### src/sv/fspa_pkg.sv
// Shared constants and types of the fixed slot pool allocator.
package fspa_pkg;

  localparam int POOL_DEPTH_DEF   = 64;
  localparam int OBJECT_BYTES_DEF = 64;

  localparam int ADDR_W    = 48;
  localparam int STATUS_W  = 2;
  localparam int IDX_OUT_W = 6;
  localparam int CNT_OUT_W = 7;

  typedef enum logic [STATUS_W-1:0] {
    STATUS_OK           = 2'd0,
    STATUS_EMPTY        = 2'd1,
    STATUS_NOT_OWNED    = 2'd2,
    STATUS_ALREADY_FREE = 2'd3
  } status_e;

  typedef enum logic [2:0] {
    S_IDLE,
    S_DIV,
    S_ACQ,
    S_REL,
    S_REJECT
  } state_e;

endpackage

### src/sv/fspa_if.sv
// Request and response channel interfaces of the pool allocator.
interface fspa_req_if
  import fspa_pkg::*;
();
  logic              valid;
  logic              ready;
  logic              mode;
  logic [ADDR_W-1:0] slot_address;

  modport source (output valid, output mode, output slot_address, input ready);
  modport sink   (input valid, input mode, input slot_address, output ready);
endinterface

interface fspa_rsp_if
  import fspa_pkg::*;
();
  logic                 valid;
  logic                 ready;
  status_e              status;
  logic [ADDR_W-1:0]    granted_address;
  logic [IDX_OUT_W-1:0] slot_index;
  logic [CNT_OUT_W-1:0] free_count;

  modport source (output valid, output status, output granted_address,
                  output slot_index, output free_count, input ready);
  modport sink   (input valid, input status, input granted_address,
                  input slot_index, input free_count, output ready);
endinterface

### src/sv/fixed_slot_pool_allocator.sv
// Top level of the fixed slot pool allocator: control FSM, free stack and in-use map.
//
// Usage: req_i carries one transaction per request: mode 0 acquires a slot, mode 1
// releases the slot at slot_address. rsp_o returns exactly one transaction per
// request with status, granted_address, slot_index and free_count. base_address
// is written through cfg_we_i/cfg_wdata_i; the user must write it only while the
// block is idle, which the block itself does not enforce.
// Timing: a request is taken in the idle state; its response is loaded into the
// output register from S_ACQ, S_REL or S_REJECT once the output is free, and the
// next request is taken only back in idle. With a non power-of-two OBJECT_BYTES
// a release that passes the range check first runs the reciprocal slot divide
// and exactness check in S_DIV. The rate is set by the read-modify-write of the
// free stack and in-use map RAMs (registered read, write in the final state).
// Reset: the stack and map RAMs are not cleared. A low watermark of the stack
// count marks which stack entries and map entries were ever written; unwritten
// ones read as their reset value, so the block is ready right after reset.
// Stall: while rsp_o is held off, a finished result waits in the output register
// and a new request is still taken; it finishes only once the output frees up.
module fixed_slot_pool_allocator
  import fspa_pkg::*;
#(
  parameter int POOL_DEPTH   = POOL_DEPTH_DEF,
  parameter int OBJECT_BYTES = OBJECT_BYTES_DEF
) (
  input  logic              clk_i,
  input  logic              rst_ni,
  fspa_req_if.sink          req_i,
  fspa_rsp_if.source        rsp_o,
  input  logic              cfg_we_i,
  input  logic [ADDR_W-1:0] cfg_wdata_i
);

  localparam int IDX_W   = (POOL_DEPTH > 1) ? $clog2(POOL_DEPTH) : 1;
  localparam int CNT_W   = $clog2(POOL_DEPTH + 1);
  localparam int CW1     = CNT_W + 1;
  localparam int OBJ_W   = $clog2(OBJECT_BYTES + 1);
  localparam int OBJ_SH  = $clog2(OBJECT_BYTES);
  localparam bit IS_POW2 = ((1 << OBJ_SH) == OBJECT_BYTES);
  localparam int LIMIT   = POOL_DEPTH * OBJECT_BYTES;
  localparam int OFF_W   = (LIMIT > 1) ? $clog2(LIMIT) : 1;
  localparam int PROD_W  = IDX_W + OBJ_W;
  localparam int RCP_SH  = OFF_W + OBJ_SH;
  localparam int RCP_W   = OFF_W + 1;
  localparam int RPROD_W = OFF_W + RCP_W;

  localparam logic [CNT_W-1:0]  CNT_FULL = CNT_W'(POOL_DEPTH);
  localparam logic [IDX_W-1:0]  IDX_LAST = IDX_W'(POOL_DEPTH - 1);
  localparam logic [OBJ_W-1:0]  OBJ_C    = OBJ_W'(OBJECT_BYTES);
  // rounded-up reciprocal, exact quotient for every offset below 2**OFF_W
  localparam logic [RCP_W-1:0]  RCP_C    =
    RCP_W'(((64'd1 << RCP_SH) + 64'(OBJECT_BYTES) - 64'd1) / 64'(OBJECT_BYTES));

  // an entry was written once the watermark fell to its stack position
  function automatic logic map_written(input logic [IDX_W-1:0] s,
                                       input logic [CNT_W-1:0] wm);
    logic [CW1-1:0] sum;
    sum = CW1'(s) + CW1'(wm);
    return sum < CW1'(POOL_DEPTH);
  endfunction

  state_e state_q, state_d;

  logic [ADDR_W-1:0]  base_q;
  logic [CNT_W-1:0]   cnt_q, cnt_d;
  logic [CNT_W-1:0]   wm_q, wm_d;
  status_e            rej_q, rej_d;
  logic [IDX_W-1:0]   slot_q, slot_d;
  logic               vld_q, vld_d;
  logic [OFF_W-1:0]   off_q, off_d;
  logic [IDX_W-1:0]   quo_q, quo_d, div_quo;
  logic               dph_q, dph_d;
  logic [RPROD_W-1:0] rcp_prod;
  logic [PROD_W-1:0]  div_back;
  logic               div_exact;

  logic                 ovalid_q, ovalid_d;
  status_e              ost_q, ost_d;
  logic [ADDR_W-1:0]    oaddr_q, oaddr_d;
  logic [IDX_OUT_W-1:0] oidx_q, oidx_d;
  logic [CNT_OUT_W-1:0] ocnt_q, ocnt_d;

  // free stack and in-use map RAM ports
  logic             stk_re, stk_we;
  logic [IDX_W-1:0] stk_raddr, stk_waddr, stk_wdata, stk_rdata;
  logic             map_re, map_we, map_wdata, map_rdata;
  logic [IDX_W-1:0] map_raddr, map_waddr;

  logic              ac_bad, ac_mis;
  logic [OFF_W-1:0]  ac_off;
  logic [IDX_W-1:0]  ac_slot;

  logic              req_fire, out_free, out_load, in_use;
  logic [CNT_W-1:0]  cnt_dec;
  logic [IDX_W-1:0]  stk_top, acq_slot;
  logic [PROD_W-1:0] acq_prod;

  fspa_ram #(.DEPTH(POOL_DEPTH), .WIDTH(IDX_W)) u_stack_ram (
    .clk_i   (clk_i),
    .we_i    (stk_we),
    .waddr_i (stk_waddr),
    .wdata_i (stk_wdata),
    .re_i    (stk_re),
    .raddr_i (stk_raddr),
    .rdata_o (stk_rdata)
  );

  fspa_ram #(.DEPTH(POOL_DEPTH), .WIDTH(1)) u_map_ram (
    .clk_i   (clk_i),
    .we_i    (map_we),
    .waddr_i (map_waddr),
    .wdata_i (map_wdata),
    .re_i    (map_re),
    .raddr_i (map_raddr),
    .rdata_o (map_rdata)
  );

  fspa_addr_check #(.POOL_DEPTH(POOL_DEPTH), .OBJECT_BYTES(OBJECT_BYTES)) u_addr_check (
    .addr_i     (req_i.slot_address),
    .base_i     (base_q),
    .bad_o      (ac_bad),
    .off_o      (ac_off),
    .slot_o     (ac_slot),
    .misalign_o (ac_mis)
  );

  assign req_fire = req_i.valid && req_i.ready;
  assign out_free = !ovalid_q || rsp_o.ready;
  assign cnt_dec  = cnt_q - 1'b1;
  assign stk_top  = cnt_dec[IDX_W-1:0];

  // unwritten stack positions hold POOL_DEPTH-1 minus the position
  assign acq_slot = vld_q ? stk_rdata : (IDX_LAST - slot_q);
  assign acq_prod = PROD_W'(acq_slot) * PROD_W'(OBJ_C);
  assign in_use   = vld_q && map_rdata;

  // reciprocal division: quotient while dph_q is low, exactness check while dph_q is high
  assign rcp_prod  = RPROD_W'(off_q) * RPROD_W'(RCP_C);
  assign div_quo   = IDX_W'(rcp_prod >> RCP_SH);
  assign div_back  = PROD_W'(quo_q) * PROD_W'(OBJ_C);
  assign div_exact = (div_back == PROD_W'(off_q));

  // next state
  always_comb begin
    state_d = state_q;
    unique case (state_q)
      S_IDLE: begin
        if (req_fire) begin
          if (!req_i.mode) begin
            state_d = (cnt_q == '0) ? S_REJECT : S_ACQ;
          end else if (ac_bad) begin
            state_d = S_REJECT;
          end else if (IS_POW2) begin
            state_d = ac_mis ? S_REJECT : S_REL;
          end else begin
            state_d = S_DIV;
          end
        end
      end
      S_DIV: begin
        if (dph_q) begin
          state_d = div_exact ? S_REL : S_REJECT;
        end
      end
      S_ACQ, S_REL, S_REJECT: begin
        if (out_free) begin
          state_d = S_IDLE;
        end
      end
      default: state_d = S_IDLE;
    endcase
  end

  // datapath, RAM controls and result
  always_comb begin
    cnt_d     = cnt_q;
    wm_d      = wm_q;
    rej_d     = rej_q;
    slot_d    = slot_q;
    vld_d     = vld_q;
    off_d     = off_q;
    quo_d     = quo_q;
    dph_d     = dph_q;
    stk_re    = 1'b0;
    stk_raddr = stk_top;
    stk_we    = 1'b0;
    stk_waddr = cnt_q[IDX_W-1:0];
    stk_wdata = slot_q;
    map_re    = 1'b0;
    map_raddr = ac_slot;
    map_we    = 1'b0;
    map_waddr = slot_q;
    map_wdata = 1'b0;
    out_load  = 1'b0;
    ost_d     = STATUS_OK;
    oaddr_d   = '0;
    oidx_d    = '0;
    ocnt_d    = CNT_OUT_W'(cnt_q);

    unique case (state_q)
      S_IDLE: begin
        if (req_fire) begin
          if (!req_i.mode) begin
            rej_d  = STATUS_EMPTY;
            slot_d = stk_top;
            vld_d  = (cnt_dec >= wm_q);
            stk_re = (cnt_q != '0);
          end else begin
            rej_d  = STATUS_NOT_OWNED;
            off_d  = ac_off;
            dph_d  = 1'b0;
            if (IS_POW2) begin
              slot_d = ac_slot;
              vld_d  = map_written(ac_slot, wm_q);
              map_re = !ac_bad && !ac_mis;
            end
          end
        end
      end
      S_DIV: begin
        dph_d = 1'b1;
        if (!dph_q) begin
          quo_d = div_quo;
        end else if (div_exact) begin
          slot_d    = quo_q;
          vld_d     = map_written(quo_q, wm_q);
          map_re    = 1'b1;
          map_raddr = quo_q;
        end
      end
      S_ACQ: begin
        if (out_free) begin
          cnt_d     = cnt_dec;
          if (cnt_dec < wm_q) begin
            wm_d = cnt_dec;
          end
          map_we    = 1'b1;
          map_waddr = acq_slot;
          map_wdata = 1'b1;
          out_load  = 1'b1;
          oaddr_d   = base_q + ADDR_W'(acq_prod);
          oidx_d    = IDX_OUT_W'(acq_slot);
          ocnt_d    = CNT_OUT_W'(cnt_dec);
        end
      end
      S_REL: begin
        if (out_free) begin
          out_load = 1'b1;
          oidx_d   = IDX_OUT_W'(slot_q);
          if (in_use) begin
            map_we = 1'b1;
            if (cnt_q < CNT_FULL) begin
              stk_we = 1'b1;
              cnt_d  = cnt_q + 1'b1;
            end
            ocnt_d = CNT_OUT_W'(cnt_d);
          end else begin
            ost_d = STATUS_ALREADY_FREE;
          end
        end
      end
      S_REJECT: begin
        if (out_free) begin
          out_load = 1'b1;
          ost_d    = rej_q;
        end
      end
      default: ;
    endcase

    if (out_load) begin
      ovalid_d = 1'b1;
    end else begin
      ovalid_d = ovalid_q && !rsp_o.ready;
    end
  end

  assign req_i.ready           = (state_q == S_IDLE);
  assign rsp_o.valid           = ovalid_q;
  assign rsp_o.status          = ost_q;
  assign rsp_o.granted_address = oaddr_q;
  assign rsp_o.slot_index      = oidx_q;
  assign rsp_o.free_count      = ocnt_q;

  always_ff @(posedge clk_i or negedge rst_ni) begin
    if (!rst_ni) begin
      state_q  <= S_IDLE;
      base_q   <= '0;
      cnt_q    <= CNT_FULL;
      wm_q     <= CNT_FULL;
      ovalid_q <= 1'b0;
    end else begin
      state_q  <= state_d;
      cnt_q    <= cnt_d;
      wm_q     <= wm_d;
      ovalid_q <= ovalid_d;
      if (cfg_we_i) begin
        base_q <= cfg_wdata_i;
      end
    end
  end

  always_ff @(posedge clk_i) begin
    rej_q  <= rej_d;
    slot_q <= slot_d;
    vld_q  <= vld_d;
    off_q  <= off_d;
    quo_q  <= quo_d;
    dph_q  <= dph_d;
    if (out_load) begin
      ost_q   <= ost_d;
      oaddr_q <= oaddr_d;
      oidx_q  <= oidx_d;
      ocnt_q  <= ocnt_d;
    end
  end

  // watermark never above the live stack count
  a_wm_le_cnt: assert property (@(posedge clk_i) disable iff (!rst_ni)
    wm_q <= cnt_q)
    else $error("watermark above stack count");

  a_cnt_range: assert property (@(posedge clk_i) disable iff (!rst_ni)
    cnt_q <= CNT_FULL)
    else $error("stack count past pool depth");

  // a completed acquire pops exactly one entry
  a_acq_pop: assert property (@(posedge clk_i) disable iff (!rst_ni)
    (state_q == S_ACQ) && out_free |=> cnt_q == CNT_W'($past(cnt_q) - 1'b1))
    else $error("acquire did not pop one entry");

  // a release only clears a map entry that read back as in use
  a_rel_in_use: assert property (@(posedge clk_i) disable iff (!rst_ni)
    (state_q == S_REL) && map_we |-> vld_q && map_rdata)
    else $error("release cleared a slot not in use");

  a_addr_zero: assert property (@(posedge clk_i) disable iff (!rst_ni)
    rsp_o.valid && (rsp_o.status != STATUS_OK) |-> rsp_o.granted_address == '0)
    else $error("error response with nonzero address");

endmodule

### src/sv/fspa_ram.sv
// Simple dual-port synchronous RAM, one write and one registered read port.
module fspa_ram
  import fspa_pkg::*;
#(
  parameter int DEPTH = POOL_DEPTH_DEF,
  parameter int WIDTH = 1,
  localparam int AW   = (DEPTH > 1) ? $clog2(DEPTH) : 1
) (
  input  logic             clk_i,
  input  logic             we_i,
  input  logic [AW-1:0]    waddr_i,
  input  logic [WIDTH-1:0] wdata_i,
  input  logic             re_i,
  input  logic [AW-1:0]    raddr_i,
  output logic [WIDTH-1:0] rdata_o
);

  logic [WIDTH-1:0] mem [DEPTH];
  logic [WIDTH-1:0] rdata_q;

  always_ff @(posedge clk_i) begin
    if (we_i) begin
      mem[waddr_i] <= wdata_i;
    end
  end

  always_ff @(posedge clk_i) begin
    if (re_i) begin
      rdata_q <= mem[raddr_i];
    end
  end

  assign rdata_o = rdata_q;

endmodule

### src/sv/fspa_addr_check.sv
// Release address check: null, below base, past end; slot and alignment for power-of-two slots.
module fspa_addr_check
  import fspa_pkg::*;
#(
  parameter int POOL_DEPTH   = POOL_DEPTH_DEF,
  parameter int OBJECT_BYTES = OBJECT_BYTES_DEF,
  localparam int IDX_W  = (POOL_DEPTH > 1) ? $clog2(POOL_DEPTH) : 1,
  localparam int LIMIT  = POOL_DEPTH * OBJECT_BYTES,
  localparam int OFF_W  = (LIMIT > 1) ? $clog2(LIMIT) : 1
) (
  input  logic [ADDR_W-1:0] addr_i,
  input  logic [ADDR_W-1:0] base_i,
  output logic              bad_o,
  output logic [OFF_W-1:0]  off_o,
  output logic [IDX_W-1:0]  slot_o,
  output logic              misalign_o
);

  localparam int OBJ_SH  = $clog2(OBJECT_BYTES);
  localparam bit IS_POW2 = ((1 << OBJ_SH) == OBJECT_BYTES);
  localparam logic [ADDR_W-1:0] LIMIT_C  = ADDR_W'(LIMIT);
  localparam logic [ADDR_W-1:0] OBJ_MASK = ADDR_W'(OBJECT_BYTES - 1);

  logic [ADDR_W:0]   diff;
  logic [ADDR_W-1:0] off;

  // borrow out of the subtract flags an address below the base
  assign diff = {1'b0, addr_i} - {1'b0, base_i};
  assign off  = diff[ADDR_W-1:0];

  assign bad_o      = (addr_i == '0) || diff[ADDR_W] || (off >= LIMIT_C);
  assign off_o      = off[OFF_W-1:0];
  assign slot_o     = IDX_W'(off >> OBJ_SH);
  assign misalign_o = IS_POW2 && ((off & OBJ_MASK) != '0);

endmodule
### src/flat_wrapper.sv
// flat-port wrapper written by rule: the top's interface ports become plain ports
module fixed_slot_pool_allocator_flat import fspa_pkg::*;
#(
  parameter int POOL_DEPTH   = POOL_DEPTH_DEF,
  parameter int OBJECT_BYTES = OBJECT_BYTES_DEF
)
  (clk_i, rst_ni, cfg_we_i, cfg_wdata_i, req_i_valid, req_i_mode, req_i_slot_address, req_i_ready, rsp_o_valid, rsp_o_status, rsp_o_granted_address, rsp_o_slot_index, rsp_o_free_count, rsp_o_ready);
  fspa_req_if req_i_i ();
  fspa_rsp_if rsp_o_i ();
  input  logic clk_i;
  input  logic rst_ni;
  input  logic cfg_we_i;
  input  logic [ADDR_W-1:0] cfg_wdata_i;
  input wire logic [$bits(req_i_i.valid)-1:0] req_i_valid;
  input wire logic [$bits(req_i_i.mode)-1:0] req_i_mode;
  input wire logic [$bits(req_i_i.slot_address)-1:0] req_i_slot_address;
  output wire logic [$bits(req_i_i.ready)-1:0] req_i_ready;
  output wire logic [$bits(rsp_o_i.valid)-1:0] rsp_o_valid;
  output wire logic [$bits(rsp_o_i.status)-1:0] rsp_o_status;
  output wire logic [$bits(rsp_o_i.granted_address)-1:0] rsp_o_granted_address;
  output wire logic [$bits(rsp_o_i.slot_index)-1:0] rsp_o_slot_index;
  output wire logic [$bits(rsp_o_i.free_count)-1:0] rsp_o_free_count;
  input wire logic [$bits(rsp_o_i.ready)-1:0] rsp_o_ready;
  assign req_i_i.valid = req_i_valid;
  assign req_i_i.mode = req_i_mode;
  assign req_i_i.slot_address = req_i_slot_address;
  assign req_i_ready = req_i_i.ready;
  assign rsp_o_valid = rsp_o_i.valid;
  assign rsp_o_status = rsp_o_i.status;
  assign rsp_o_granted_address = rsp_o_i.granted_address;
  assign rsp_o_slot_index = rsp_o_i.slot_index;
  assign rsp_o_free_count = rsp_o_i.free_count;
  assign rsp_o_i.ready = rsp_o_ready;
  fixed_slot_pool_allocator #(.POOL_DEPTH(POOL_DEPTH), .OBJECT_BYTES(OBJECT_BYTES)) u_core (.clk_i(clk_i), .rst_ni(rst_ni), .req_i(req_i_i), .rsp_o(rsp_o_i), .cfg_we_i(cfg_we_i), .cfg_wdata_i(cfg_wdata_i));
endmodule
### config.mk
export PLATFORM = sky130hd
export DESIGN_NAME = fixed_slot_pool_allocator_flat
export DESIGN_NICKNAME = d
export VERILOG_FILES = /design/src/sv/fspa_pkg.sv /design/src/sv/fspa_if.sv /design/src/sv/fixed_slot_pool_allocator.sv /design/src/sv/fspa_ram.sv /design/src/sv/fspa_addr_check.sv /design/src/flat_wrapper.sv
export SDC_FILE = /design/constraint.sdc
export NUM_CORES = 1
export LEC_CHECK = 0
export BUFFER_PORTS_ARGS = -buffer_cell sky130_fd_sc_hd__buf_2
export CORE_ASPECT_RATIO = 2
export CORE_MARGIN = 4
export CORE_UTILIZATION = 30
export CTS_CLUSTER_DIAMETER = 80
export DETAILED_ROUTE_END_ITERATION = 8
export GPL_TIMING_DRIVEN = 0
export PLACE_DENSITY = 0.45
export SYNTH_ARGS = -nofsm -noshare
export SYNTH_HDL_FRONTEND = slang
export SYNTH_SLANG_ARGS = --single-unit
### constraint.sdc
create_clock -name clk_i -period 7 [get_ports clk_i]
set_clock_uncertainty 0.15 [all_clocks]
set_input_delay 1.4 -clock clk_i [delete_from_list [all_inputs] [get_ports clk_i]]
set_output_delay 1.4 -clock clk_i [all_outputs]
set_load 0.02 [all_outputs]
======== Word level (Yosys, flattened, before mapping) ========
Memory sizes are Yosys's and may differ from the RTL's. A register that Yosys moved wholly into a read port is not among the register bits.
Index checks and enable logic that the tools add are counted.
operators by class
  add/sub/neg operators ................... 7
  $mul .................................... 0
  divide/modulo/power cells ............... 0
  multiplexer cells ....................... 64
  reductions and logical operators ........ 26
  equal/unequal tests ..................... 10
  shifts and indexed selects .............. 0
  bitwise operators ....................... 1
  $lt $le $gt $ge ......................... 6
operator list
  operator              number
  $mux 6                12
  $sub 48x48->49        1
  $add 48x12->48        1
  $ge 48x13->1 const B  1
  $logic_not 48->1      1
  $reduce_bool 48->1    1
  $mux 7                4
  $mux 1                27
  $mux 3                8
  $pmux 6 s2            2
  $add 6x7->8           2
  $lt 8x7->1 const B    2
  $pmux 7 s2            1
  $eq 12x12->1          1
  $reduce_and 3->1      4
  $pmux 3 s3            1
  $mux 2                4
  $pmux 1 s2            4
  $add 7x1->7 const B   1
  $ge 7x7->1            1
  $logic_not 7->1       1
  $lt 7x7->1            1
  $lt 7x7->1 const B    1
  $reduce_bool 7->1     1
  17 further kinds      31
storage, ports and cells
  memories kept ........................... 2
  RAM bits ................................ 448
  bits in registers ....................... 157
  logic and storage cells ................. 131
  output and inout port bits .............. 65
  bits in read-only memories .............. 0
  latch bits .............................. 0
memory list
  name                    depth  bits a word  read ports  clocked after Yosys merged registers in  write ports  RTL line        text
  u_core.u_stack_ram.mem  64     6            1           1                                        1            fspa_ram.sv:18  logic [WIDTH-1:0] mem [DEPTH];
  u_core.u_map_ram.mem    64     1            1           1                                        1            fspa_ram.sv:18

======== Longest topological paths before layout ========
Gate-level depths: netlist of the first run.
  word-level depth ........................ 8
  depth in mapped cells ................... 21

======== Modules after synthesis ========
From an unflattened synthesis of the first run, not the netlist that was laid out.
second synthesis, totals
  cell total of the unflattened synthesis .. 2,101
  area, all modules ....................... 29,291.8 µm²
by module, submodules not included
  module                          cells an instance  area each (µm²)  times used  seq. area each (µm²)
  fspa_ram at u_core.u_stack_ram  720                15,285.9         1           11,711.2
  fixed_slot_pool_allocator       655                7,813.7          1           4,386.7
  fspa_addr_check                 522                3,268.1          1           0.0
  fspa_ram at u_core.u_map_ram    204                2,924.1          1           1,951.9

======== Worst setup path before layout of the first run ========
Ideal clock, no wire load.
  path kind ............................... input -> register
  start ................................... input port req_i_slot_address[0]
  end ..................................... register u_core.u_map_ram.rdata_q (netlist: u_core.u_map_ram.rdata_o) (read register of u_core.u_map_ram.mem), enable pin
  arrival ................................. 4.571 ns
  data required time ...................... 6.559 ns
  buffers on the path ..................... 1
  stages .................................. 14
  library setup time ...................... 0.291 ns
  slack ................................... 1.988 ns
  path through ............................ inv_1 ha_1 fa_1 nand2b_1 a21bo_1 or4_1 buf_2 a21o_1 a31oi_1 a21oi_1 xnor2_1 or3b_2 nor4b_1 a31o_2
between the ends
  word-level cells in the longest chain between the ends .. 8
  elaborated cells on any way between the ends .. 15
  classes of those cells .................. add/sub (1); order compare (1); mux (6); reduce/logical (7)
ends and longest elaborated chain
  item                                                       RTL line                                      text
  start, declared                                            flat_wrapper.sv:16                            input wire logic [$bits(req_i_i.slot_address)-1:0] req_i_slot_address;
  $sub 48x48->49 / $logic_not 48->1 (equally long branches)  fspa_addr_check.sv:28, fspa_addr_check.sv:31
  $ge 48x13->1 / $logic_or 1x1->1 (equally long branches)    fspa_addr_check.sv:31                         assign bad_o = (addr_i == '0) || diff[ADDR_W] || (off >= LIMIT_C);
  $logic_or 1x1->1                                           fspa_addr_check.sv:31
  $logic_not 1->1                                            fixed_slot_pool_allocator.sv:214              map_re = !ac_bad && !ac_mis;
  $logic_and 1x1->1 (*)                                      fixed_slot_pool_allocator.sv:214
  $mux 1 (*)                                                 fixed_slot_pool_allocator.sv:202              if (!req_i.mode) begin
  $mux 1 (*)                                                 fixed_slot_pool_allocator.sv:201              if (req_fire) begin
  $pmux 1 s2 (*)                                             fixed_slot_pool_allocator.sv:199              unique case (state_q)
  net u_core.map_re                                          fixed_slot_pool_allocator.sv:85               logic map_re, map_we, map_wdata, map_rdata;
  end, declared                                              fspa_ram.sv:19                                logic [WIDTH-1:0] rdata_q;
Mark *: on every way through the listed nets, which the timed path passes. The rest lies on a longest branch.
A chain may end at the register's enable or synchronous reset.

======== Final worst setup path of the first run ========
  start ................................... register u_core.cnt_q[0]
  end ..................................... register u_core.wm_q[1]
between the ends
  word-level cells in the longest chain between the ends .. 3
ends and longest elaborated chain
  item                               RTL line                          text
  start, declared                    fixed_slot_pool_allocator.sv:64   logic [CNT_W-1:0] cnt_q, cnt_d;
  start signal, assigned             fixed_slot_pool_allocator.sv:293  cnt_q <= cnt_d;
  $sub 7x1->7                        fixed_slot_pool_allocator.sv:128  assign cnt_dec = cnt_q - 1'b1;
  net u_core.cnt_dec[0]              fixed_slot_pool_allocator.sv:93   logic [CNT_W-1:0] cnt_dec;
  $lt 7x7->1                         fixed_slot_pool_allocator.sv:233  if (cnt_dec < wm_q) begin
  $reduce_and 3->1 (no source line)  n/a
  end signal, assigned               fixed_slot_pool_allocator.sv:294  wm_q <= wm_d;
  end, declared                      fixed_slot_pool_allocator.sv:65   logic [CNT_W-1:0] wm_q, wm_d;
The timed path passes the listed nets, and every way through them passes these cells.

==> results.sh, run 1 <==
export IMPL_setup_worst_path_class="flop to flop"
export IMPL_ys_seq_area_share_pct=60.9
export IMPL_dieArea_um2=104000
export IMPL_detail_route_wl_per_cell_um=27.3
export IMPL_path_max_fanout=19
export IMPL_core_um2=97900
export IMPL_clockRootBuffer="clkbuf_16"
export IMPL_max_freq_mhz=161
export IMPL_yosysUniqueCellTypes=83
export IMPL_drt_total_wl_mm=106
export IMPL_pre_cts_ws_ns=-0.0530
export IMPL_synth_area_leaders="edfxtp_1, mux4_2, dfrtp_1, nor2_1, ha_1"
export IMPL_rr_endpoint="u_core.wm_q[1]$_DFFE_PN0P_"
export IMPL_min_path_cells=0
export IMPL_synth_top_cell_area_share_pct=55.3
export IMPL_maxCapViolations=0
export IMPL_final_cell_area_um2=34500
export IMPL_place_gp_congestion=0.974
export IMPL_setup_viol=0
export IMPL_dp_hpwl_mm=85.0
export IMPL_comb_power_share_pct=39.1
export IMPL_min_from="u_core.off_q[11]$_DFFE_PP_"
export IMPL_grt_pass1_wl_mm=150
export IMPL_syn_area_per_cell_um2=13.1
export IMPL_ios=167
export IMPL_ir_worst_vdd_v=0.000185
export IMPL_dr_first_iter_drc_count=1385
export IMPL_placed_cell_area_um2=32600
export IMPL_cts_htree_levels=2
export IMPL_min_path_type="flop to flop"
export IMPL_first_pass_iters=6
export IMPL_initial_utilization_pct=30.3
export IMPL_die_w_um=230
export IMPL_ant_nets=0
export IMPL_rrSetupSlack_ns=0.79
export IMPL_grt_pass1_vias=21400
export IMPL_crit_required_ns=7.34
export IMPL_syn_nets=2447
export IMPL_synth_area_um2=29700
export IMPL_grt_overflow=0
export IMPL_crit_end="u_core.wm_q[1]$_DFFE_PN0P_"
export IMPL_synth_top_flop_cell="edfxtp_1"
export IMPL_slew_viol_final=0
export IMPL_via_per_inst=5.21
export IMPL_die_y_um=453
export IMPL_final_hold_viol_count=0
export IMPL_clk_pin_slew_ns=0.07
export IMPL_cts_inserted_buffers=56
export IMPL_p_seq_share_pct=36.2
export IMPL_timing_hold_ws_ns=0.330
export IMPL_drcViolationCount=0
export IMPL_fin_nets=2687
export IMPL_async_reset_ff_share_pct=10.8
export IMPL_synth_edf_count=546
export IMPL_status="finished, final reports clean"
export IMPL_dr_total_vias=20200
export IMPL_reg2regPathDepth=20
export IMPL_synthToLayoutAreaGrowth_pct=16.4
export IMPL_rsz0062_at_grt="no"
export IMPL_worstReg2RegStart="u_core.cnt_q[0]$_DFF_PN0_"
export IMPL_switching_power_w=0.00503
export IMPL_grtUsageTotal_pct=19.8
export IMPL_relSlewSlack_pct=15.3
export IMPL_clkSinkCount=612
export IMPL_antenna_found_initial=4
export IMPL_cp_start_kind="flop"
export IMPL_cts_tree="built"
export IMPL_power_density_nw_per_um2=388
export IMPL_intPower_w=0.00836
export IMPL_portBuffers=165
export IMPL_cp_startpoint="u_core.cnt_q[0]$_DFF_PN0_"
export IMPL_sw_frac_of_total_pct=37.6
export IMPL_yosys_area_top_type="edfxtp_1"
export IMPL_grt_start_max_net_pins=58
export IMPL_layout_drive_gt1_share_pct=17.3
export IMPL_ys_warn_count=0
export IMPL_tightestPinTransition_ns=1.27
export IMPL_timing_final_crit_share_pct=88.8
export IMPL_synth_cells=2270
export IMPL_clock_power_share_pct=24.7
export IMPL_post_route_min_period_ns=6.21
export IMPL_fin_tns_setup_ns=0
export IMPL_end_kind="flop"
export IMPL_floorplan_rows=162
export IMPL_fin_ws_ns=0.785
export IMPL_clkLatencyLatePin_ns=0.65
export IMPL_worstPathArrival_ns=6.56
export IMPL_final_core_util_pct=35.3
export IMPL_clockBufferDepth=3
export IMPL_ys_seq_elements=612
export IMPL_power_leakage_nw=11.9
## power by group through the flow
| stage | Combinational (W) | Sequential (W) | Clock (W) |
|---|---|---|---|
| finish | 0.00523 | 0.00485 | 0.00331 |
| global route | 0.00552 | 0.00489 | 0.00352 |
| CTS | 0.00531 | 0.00486 | 0.00339 |
| detailed placement | 0.00530 | 0.00493 | 0 |
| global placement | 0.00490 | 0.00516 | 0 |
| floorplan | 0.00280 | 0.00515 | 0 |
## synth_stat cells (9+ instances only)
library cell	number
edfxtp_1	546
ha_1	73
and3_1	21
buf_1	11
a21oi_1	96
buf_2	9
o21ai_0	115
or3_1	26
o211ai_1	16
xnor2_1	57
a31oi_1	13
clkbuf_1	90
nor2_1	257
nand3_1	36
a211oi_1	19
dfrtp_1	64
nor3b_1	9
o21a_1	22
nor4_1	26
nand4_1	32
a21o_1	17
inv_1	88
mux2i_1	58
nand2_1	205
nor3_1	60
nor2b_1	16
mux4_2	121
nand2b_1	12
## critical path, cell delays in order (launching register included)
cell and delay (ns):
dfrtp_1 0.40, clkbuf_1 0.22, clkbuf_2 0.68, inv_1 0.33, ha_1 0.38, clkbuf_1 0.51, clkbuf_1 0.64, buf_1 0.67
inv_1 0.10, ha_1 0.31, nor2b_1 0.13, o21a_1 0.16, o21a_1 0.16, o21a_1 0.16, o21ai_0 0.14, nand2b_1 0.07
a21oi_1 0.20, nand2_1 0.16, clkbuf_1 0.26, nand2_1 0.11, o21ai_0 0.08
## cells in the final DEF, fill, tap and decap left out, types with 12 or more instances in the layout
cell / count
mux2i_1: 58
nand2_1: 205
nor2b_1: 16
a211oi_1: 19
nor3_1: 60
edfxtp_1: 546
buf_2: 173
and3_1: 21
dfrtp_1: 64
a21o_1: 17
o21a_1: 22
ha_1: 73
clkinv_2: 13
or3_1: 26
clkbuf_1: 94
o211ai_1: 16
nor4_1: 26
xnor2_1: 56
nand4_1: 32
nor2_1: 256
nand2b_1: 12
clkbuf_16: 56
a31oi_1: 13
o21ai_0: 115
nand3_1: 36
mux4_2: 121
a21oi_1: 96
buf_16: 13
inv_1: 88
## flip-flops by register name, indices dropped and copies added, names as in the netlist
signal                        count
u_core.quo_q                      6
u_core.rsp_o.granted_address     48
u_core.wm_q                       7
u_core.cnt_q                      7
u_core.rsp_o.valid                1
u_core.vld_q                      1
u_core.u_stack_ram.mem          384
u_core.u_map_ram.rdata_o          1
u_core.base_q                    48
u_core.rej_q                      2
u_core.state_q                    3
u_core.u_map_ram.mem             64
u_core.rsp_o.slot_index           6
u_core.dph_q                      1
u_core.u_stack_ram.rdata_o        6
u_core.slot_q                     6
u_core.off_q                     12
u_core.rsp_o.status               2
u_core.rsp_o.free_count           7
## routing by layer
layer,vias up,track usage [%],part of all wire (%)
li1,9105,-,-
met1,10100,17.3,30
met2,726,40.7,58
met3,252,2.62,4.1
met4,0,13.1,8.1
met5,-,0,0
## through the flow
step / power, W / instances
after CTS: 0.0136 / 3870
after global placement: 0.0101 / 3747
after floorplan: 0.00795 / 2270
final: 0.0134 / 3873
after global routing: 0.0139 / 3871
after detailed placement: 0.0102 / 3764
## how the worst min path moves through the flow
stage / endpoint / slack [ns]
2_1_floorplan: u_core.quo_q[0]$_DFFE_PP_ / 0.30
3_3_place_gp: u_core.quo_q[2]$_DFFE_PP_ / 0.31
5_1_grt: u_core.quo_q[3]$_DFFE_PP_ / 0.35
6_report: u_core.quo_q[5]$_DFFE_PP_ / 0.33
3_5_place_dp: u_core.quo_q[2]$_DFFE_PP_ / 0.31
4_1_cts: u_core.quo_q[2]$_DFFE_PP_ / 0.33
## logic make-up (layout without fill, tap and decap cells)
kind of cell    after synthesis  count (layout)  share of synthesized area [%]
compound gates              377             377                           7.98
xor+xnor                     64              64                           1.89
fa+ha+maj                    75              75                           3.21
buf+inv                     201             489                           2.59
flops                       612             612                           60.9
mux                         187             187                           11.4
other cells                   0               3                              0
simple gates                754             754                           12.0
## area by class of cell
class,count,area [um^2]
Antenna cell,3,7.51
Buffer,110,432
Clock buffer,64,1430
Clock inverter,42,504
Fill cell,9541,63400
Inverter,90,338
Multi-Input combinational cell,1457,10900
Sequential cell,612,18000
Tap cell,1312,1640
Timing Repair Buffer,183,1270
## what timing repair did
action                     4_1_cts  5_1_grt
setup buffers                    0        0
hold buffers                     0        0
setup endpoints to repair        7        5
resized for setup                1        0
Power figures use the tool's default switching activity.
==> inputs of run 2 (changes only) <==
PLACE_DENSITY = 0.43   (was 0.45)
TNS_END_PERCENT = 20   (was default)
==> results.sh, run 2 (synthesis gave the netlist of run 1 again) <==
export IMPL_clkSinkCount=612
export IMPL_end_kind="flop"
export IMPL_placed_cell_area_um2=32700
export IMPL_setup_worst_path_class="flop to flop"
export IMPL_dr_total_vias=20100
export IMPL_postCtsSetupBuffers=0
export IMPL_detail_route_wl_per_cell_um=27.4
export IMPL_power_leakage_nw=12.0
export IMPL_core_um2=97900
export IMPL_ant_nets=0
export IMPL_layout_drive_gt1_share_pct=18.0
export IMPL_clockBufferDepth=3
export IMPL_grt_pass1_vias=21200
export IMPL_drt_total_wl_mm=106
export IMPL_clk_pin_slew_ns=0.07
export IMPL_largest_register_ffs=384
export IMPL_min_path_type="flop to flop"
export IMPL_final_cell_area_um2=34800
export IMPL_maxCapViolations=0
export IMPL_grtUsageTotal_pct=19.9
export IMPL_slew_viol_final=0
export IMPL_grtUsageMet2_pct=41.6
export IMPL_grtUsageMet3_pct=2.43
export IMPL_post_route_min_period_ns=6.38
export IMPL_relSlewSlack_pct=11.6
export IMPL_layout_commonest_cell="edfxtp_1"
export IMPL_place_gp_congestion=0.929
export IMPL_final_core_util_pct=35.5
export IMPL_power_density_nw_per_um2=390
export IMPL_timing_hold_ws_ns=0.336
export IMPL_cts_tree="built"
export IMPL_postCtsHoldBufs=0
export IMPL_portBuffers=165
export IMPL_status="finished, final reports clean"
export IMPL_die_w_um=230
export IMPL_dr_first_iter_drc_count=1422
export IMPL_fin_nets=2694
export IMPL_use_met1_pct=17.5
export IMPL_final_cell_mix="edfxtp_1, nor2_1, nand2_1"
export IMPL_ir_worst_vdd_v=0.000186
export IMPL_timing_final_crit_share_pct=91.2
export IMPL_dp_hpwl_mm=85.9
export IMPL_top_regs="u_core.u_stack_ram.mem x384, u_core.u_map_ram.mem x64"
export IMPL_cts_inserted_buffers=58
export IMPL_final_hold_viol_count=0
export IMPL_cp_start_kind="flop"
export IMPL_fin_tns_setup_ns=0
export IMPL_drcViolationCount=0
export IMPL_grt_pass1_wl_mm=150
export IMPL_rsz0062_at_grt="no"
export IMPL_via_per_inst=5.18
export IMPL_setup_viol=0
export IMPL_clkLatencyLatePin_ns=0.67
export IMPL_max_freq_mhz=157
export IMPL_clockRootBuffer="clkbuf_16"
export IMPL_worstPathArrival_ns=6.73
export IMPL_floorplan_rows=162
export IMPL_antenna_found_initial=4
export IMPL_grt_start_max_net_pins=55
export IMPL_ios=167
export IMPL_dieArea_um2=104000
export IMPL_initial_utilization_pct=30.3
export IMPL_largest_register="u_core.u_stack_ram.mem"
export IMPL_grt_busiest_layer="met2"
export IMPL_first_pass_iters=7
export IMPL_grt_overflow=0
export IMPL_crit_required_ns=7.34
export IMPL_path_max_fanout=11
export IMPL_synthToLayoutAreaGrowth_pct=17.3
export IMPL_tightestPinTransition_ns=1.31
export IMPL_cts_htree_levels=2
export IMPL_die_y_um=453
run 2: final timing paths:
kind	from	endpoint	slack, ns	cells past startpoint
setup / recovery	u_core.cnt_q[0]$_DFF_PN0_	u_core.wm_q[0]$_DFFE_PN0P_	0.62	20
hold / removal	u_core.off_q[10]$_DFFE_PP_	u_core.quo_q[4]$_DFFE_PP_	0.34	0
setup reg to reg	u_core.cnt_q[0]$_DFF_PN0_	u_core.wm_q[0]$_DFFE_PN0P_	0.62	20
hold reg to reg	u_core.off_q[10]$_DFFE_PP_	u_core.quo_q[4]$_DFFE_PP_	0.34	0
max in group asynchronous	rst_ni	u_core.base_q[26]$_DFFE_PN0P_	5.59	2
min in group asynchronous	rst_ni	u_core.state_q[0]$_DFFE_PN0P_	0.50	1
run 2: repair_timing:
action / CTS / global route
gates resized for setup: 1 / 1
cloned: 0 / 0
setup endpoints to repair: 8 / 7
run 2: routing by layer:
layer,wire (um),vias to the layer above
li1,-,9110
met1,32100,10100
met2,62500,677
met3,4180,232
met4,7560,2
met5,10,-
run 2: critical path, stage by stage (launching register included):
cell      delay, ns
dfrtp_1        0.42
clkbuf_1       0.22
clkbuf_2       0.43
clkbuf_1       0.61
inv_1          0.32
ha_2           0.66
clkbuf_1       0.58
buf_1          0.65
inv_1          0.10
ha_1           0.31
nor2b_1        0.13
o21a_1         0.15
o21a_1         0.16
o21a_1         0.16
o21ai_0        0.18
nand2b_1       0.08
a21oi_1        0.21
nand2_1        0.19
clkbuf_1       0.29
nand2_1        0.11
o21ai_0        0.08
run 2: layout make-up:
| type | instances | area, um^2 |
|---|---|---|
| Antenna cell | 2 | 5.00 |
| Multi-Input combinational cell | 1457 | 10900 |
| Clock buffer | 68 | 1530 |
| Tap cell | 1312 | 1640 |
| Timing Repair Buffer | 188 | 1330 |
| Clock inverter | 41 | 601 |
| Buffer | 110 | 430 |
| Fill cell | 9605 | 63100 |
| Sequential cell | 612 | 18000 |
| Inverter | 90 | 338 |
run 2: power by group:
part	switching, W	internal, W
clock	0.00149	0.00200
sequential	0.000219	0.00461
combinational	0.00333	0.00192
run 2: through the flow:
step                      cells  setup slack (ns)  total power [W]
after floorplan            2270              1.99          0.00795
after detailed placement   3770            -0.422           0.0103
after CTS                  3878             0.186           0.0138
after global routing       3879            0.0699           0.0142
final                      3880             0.617           0.0136
after global placement     3747            -0.415           0.0101
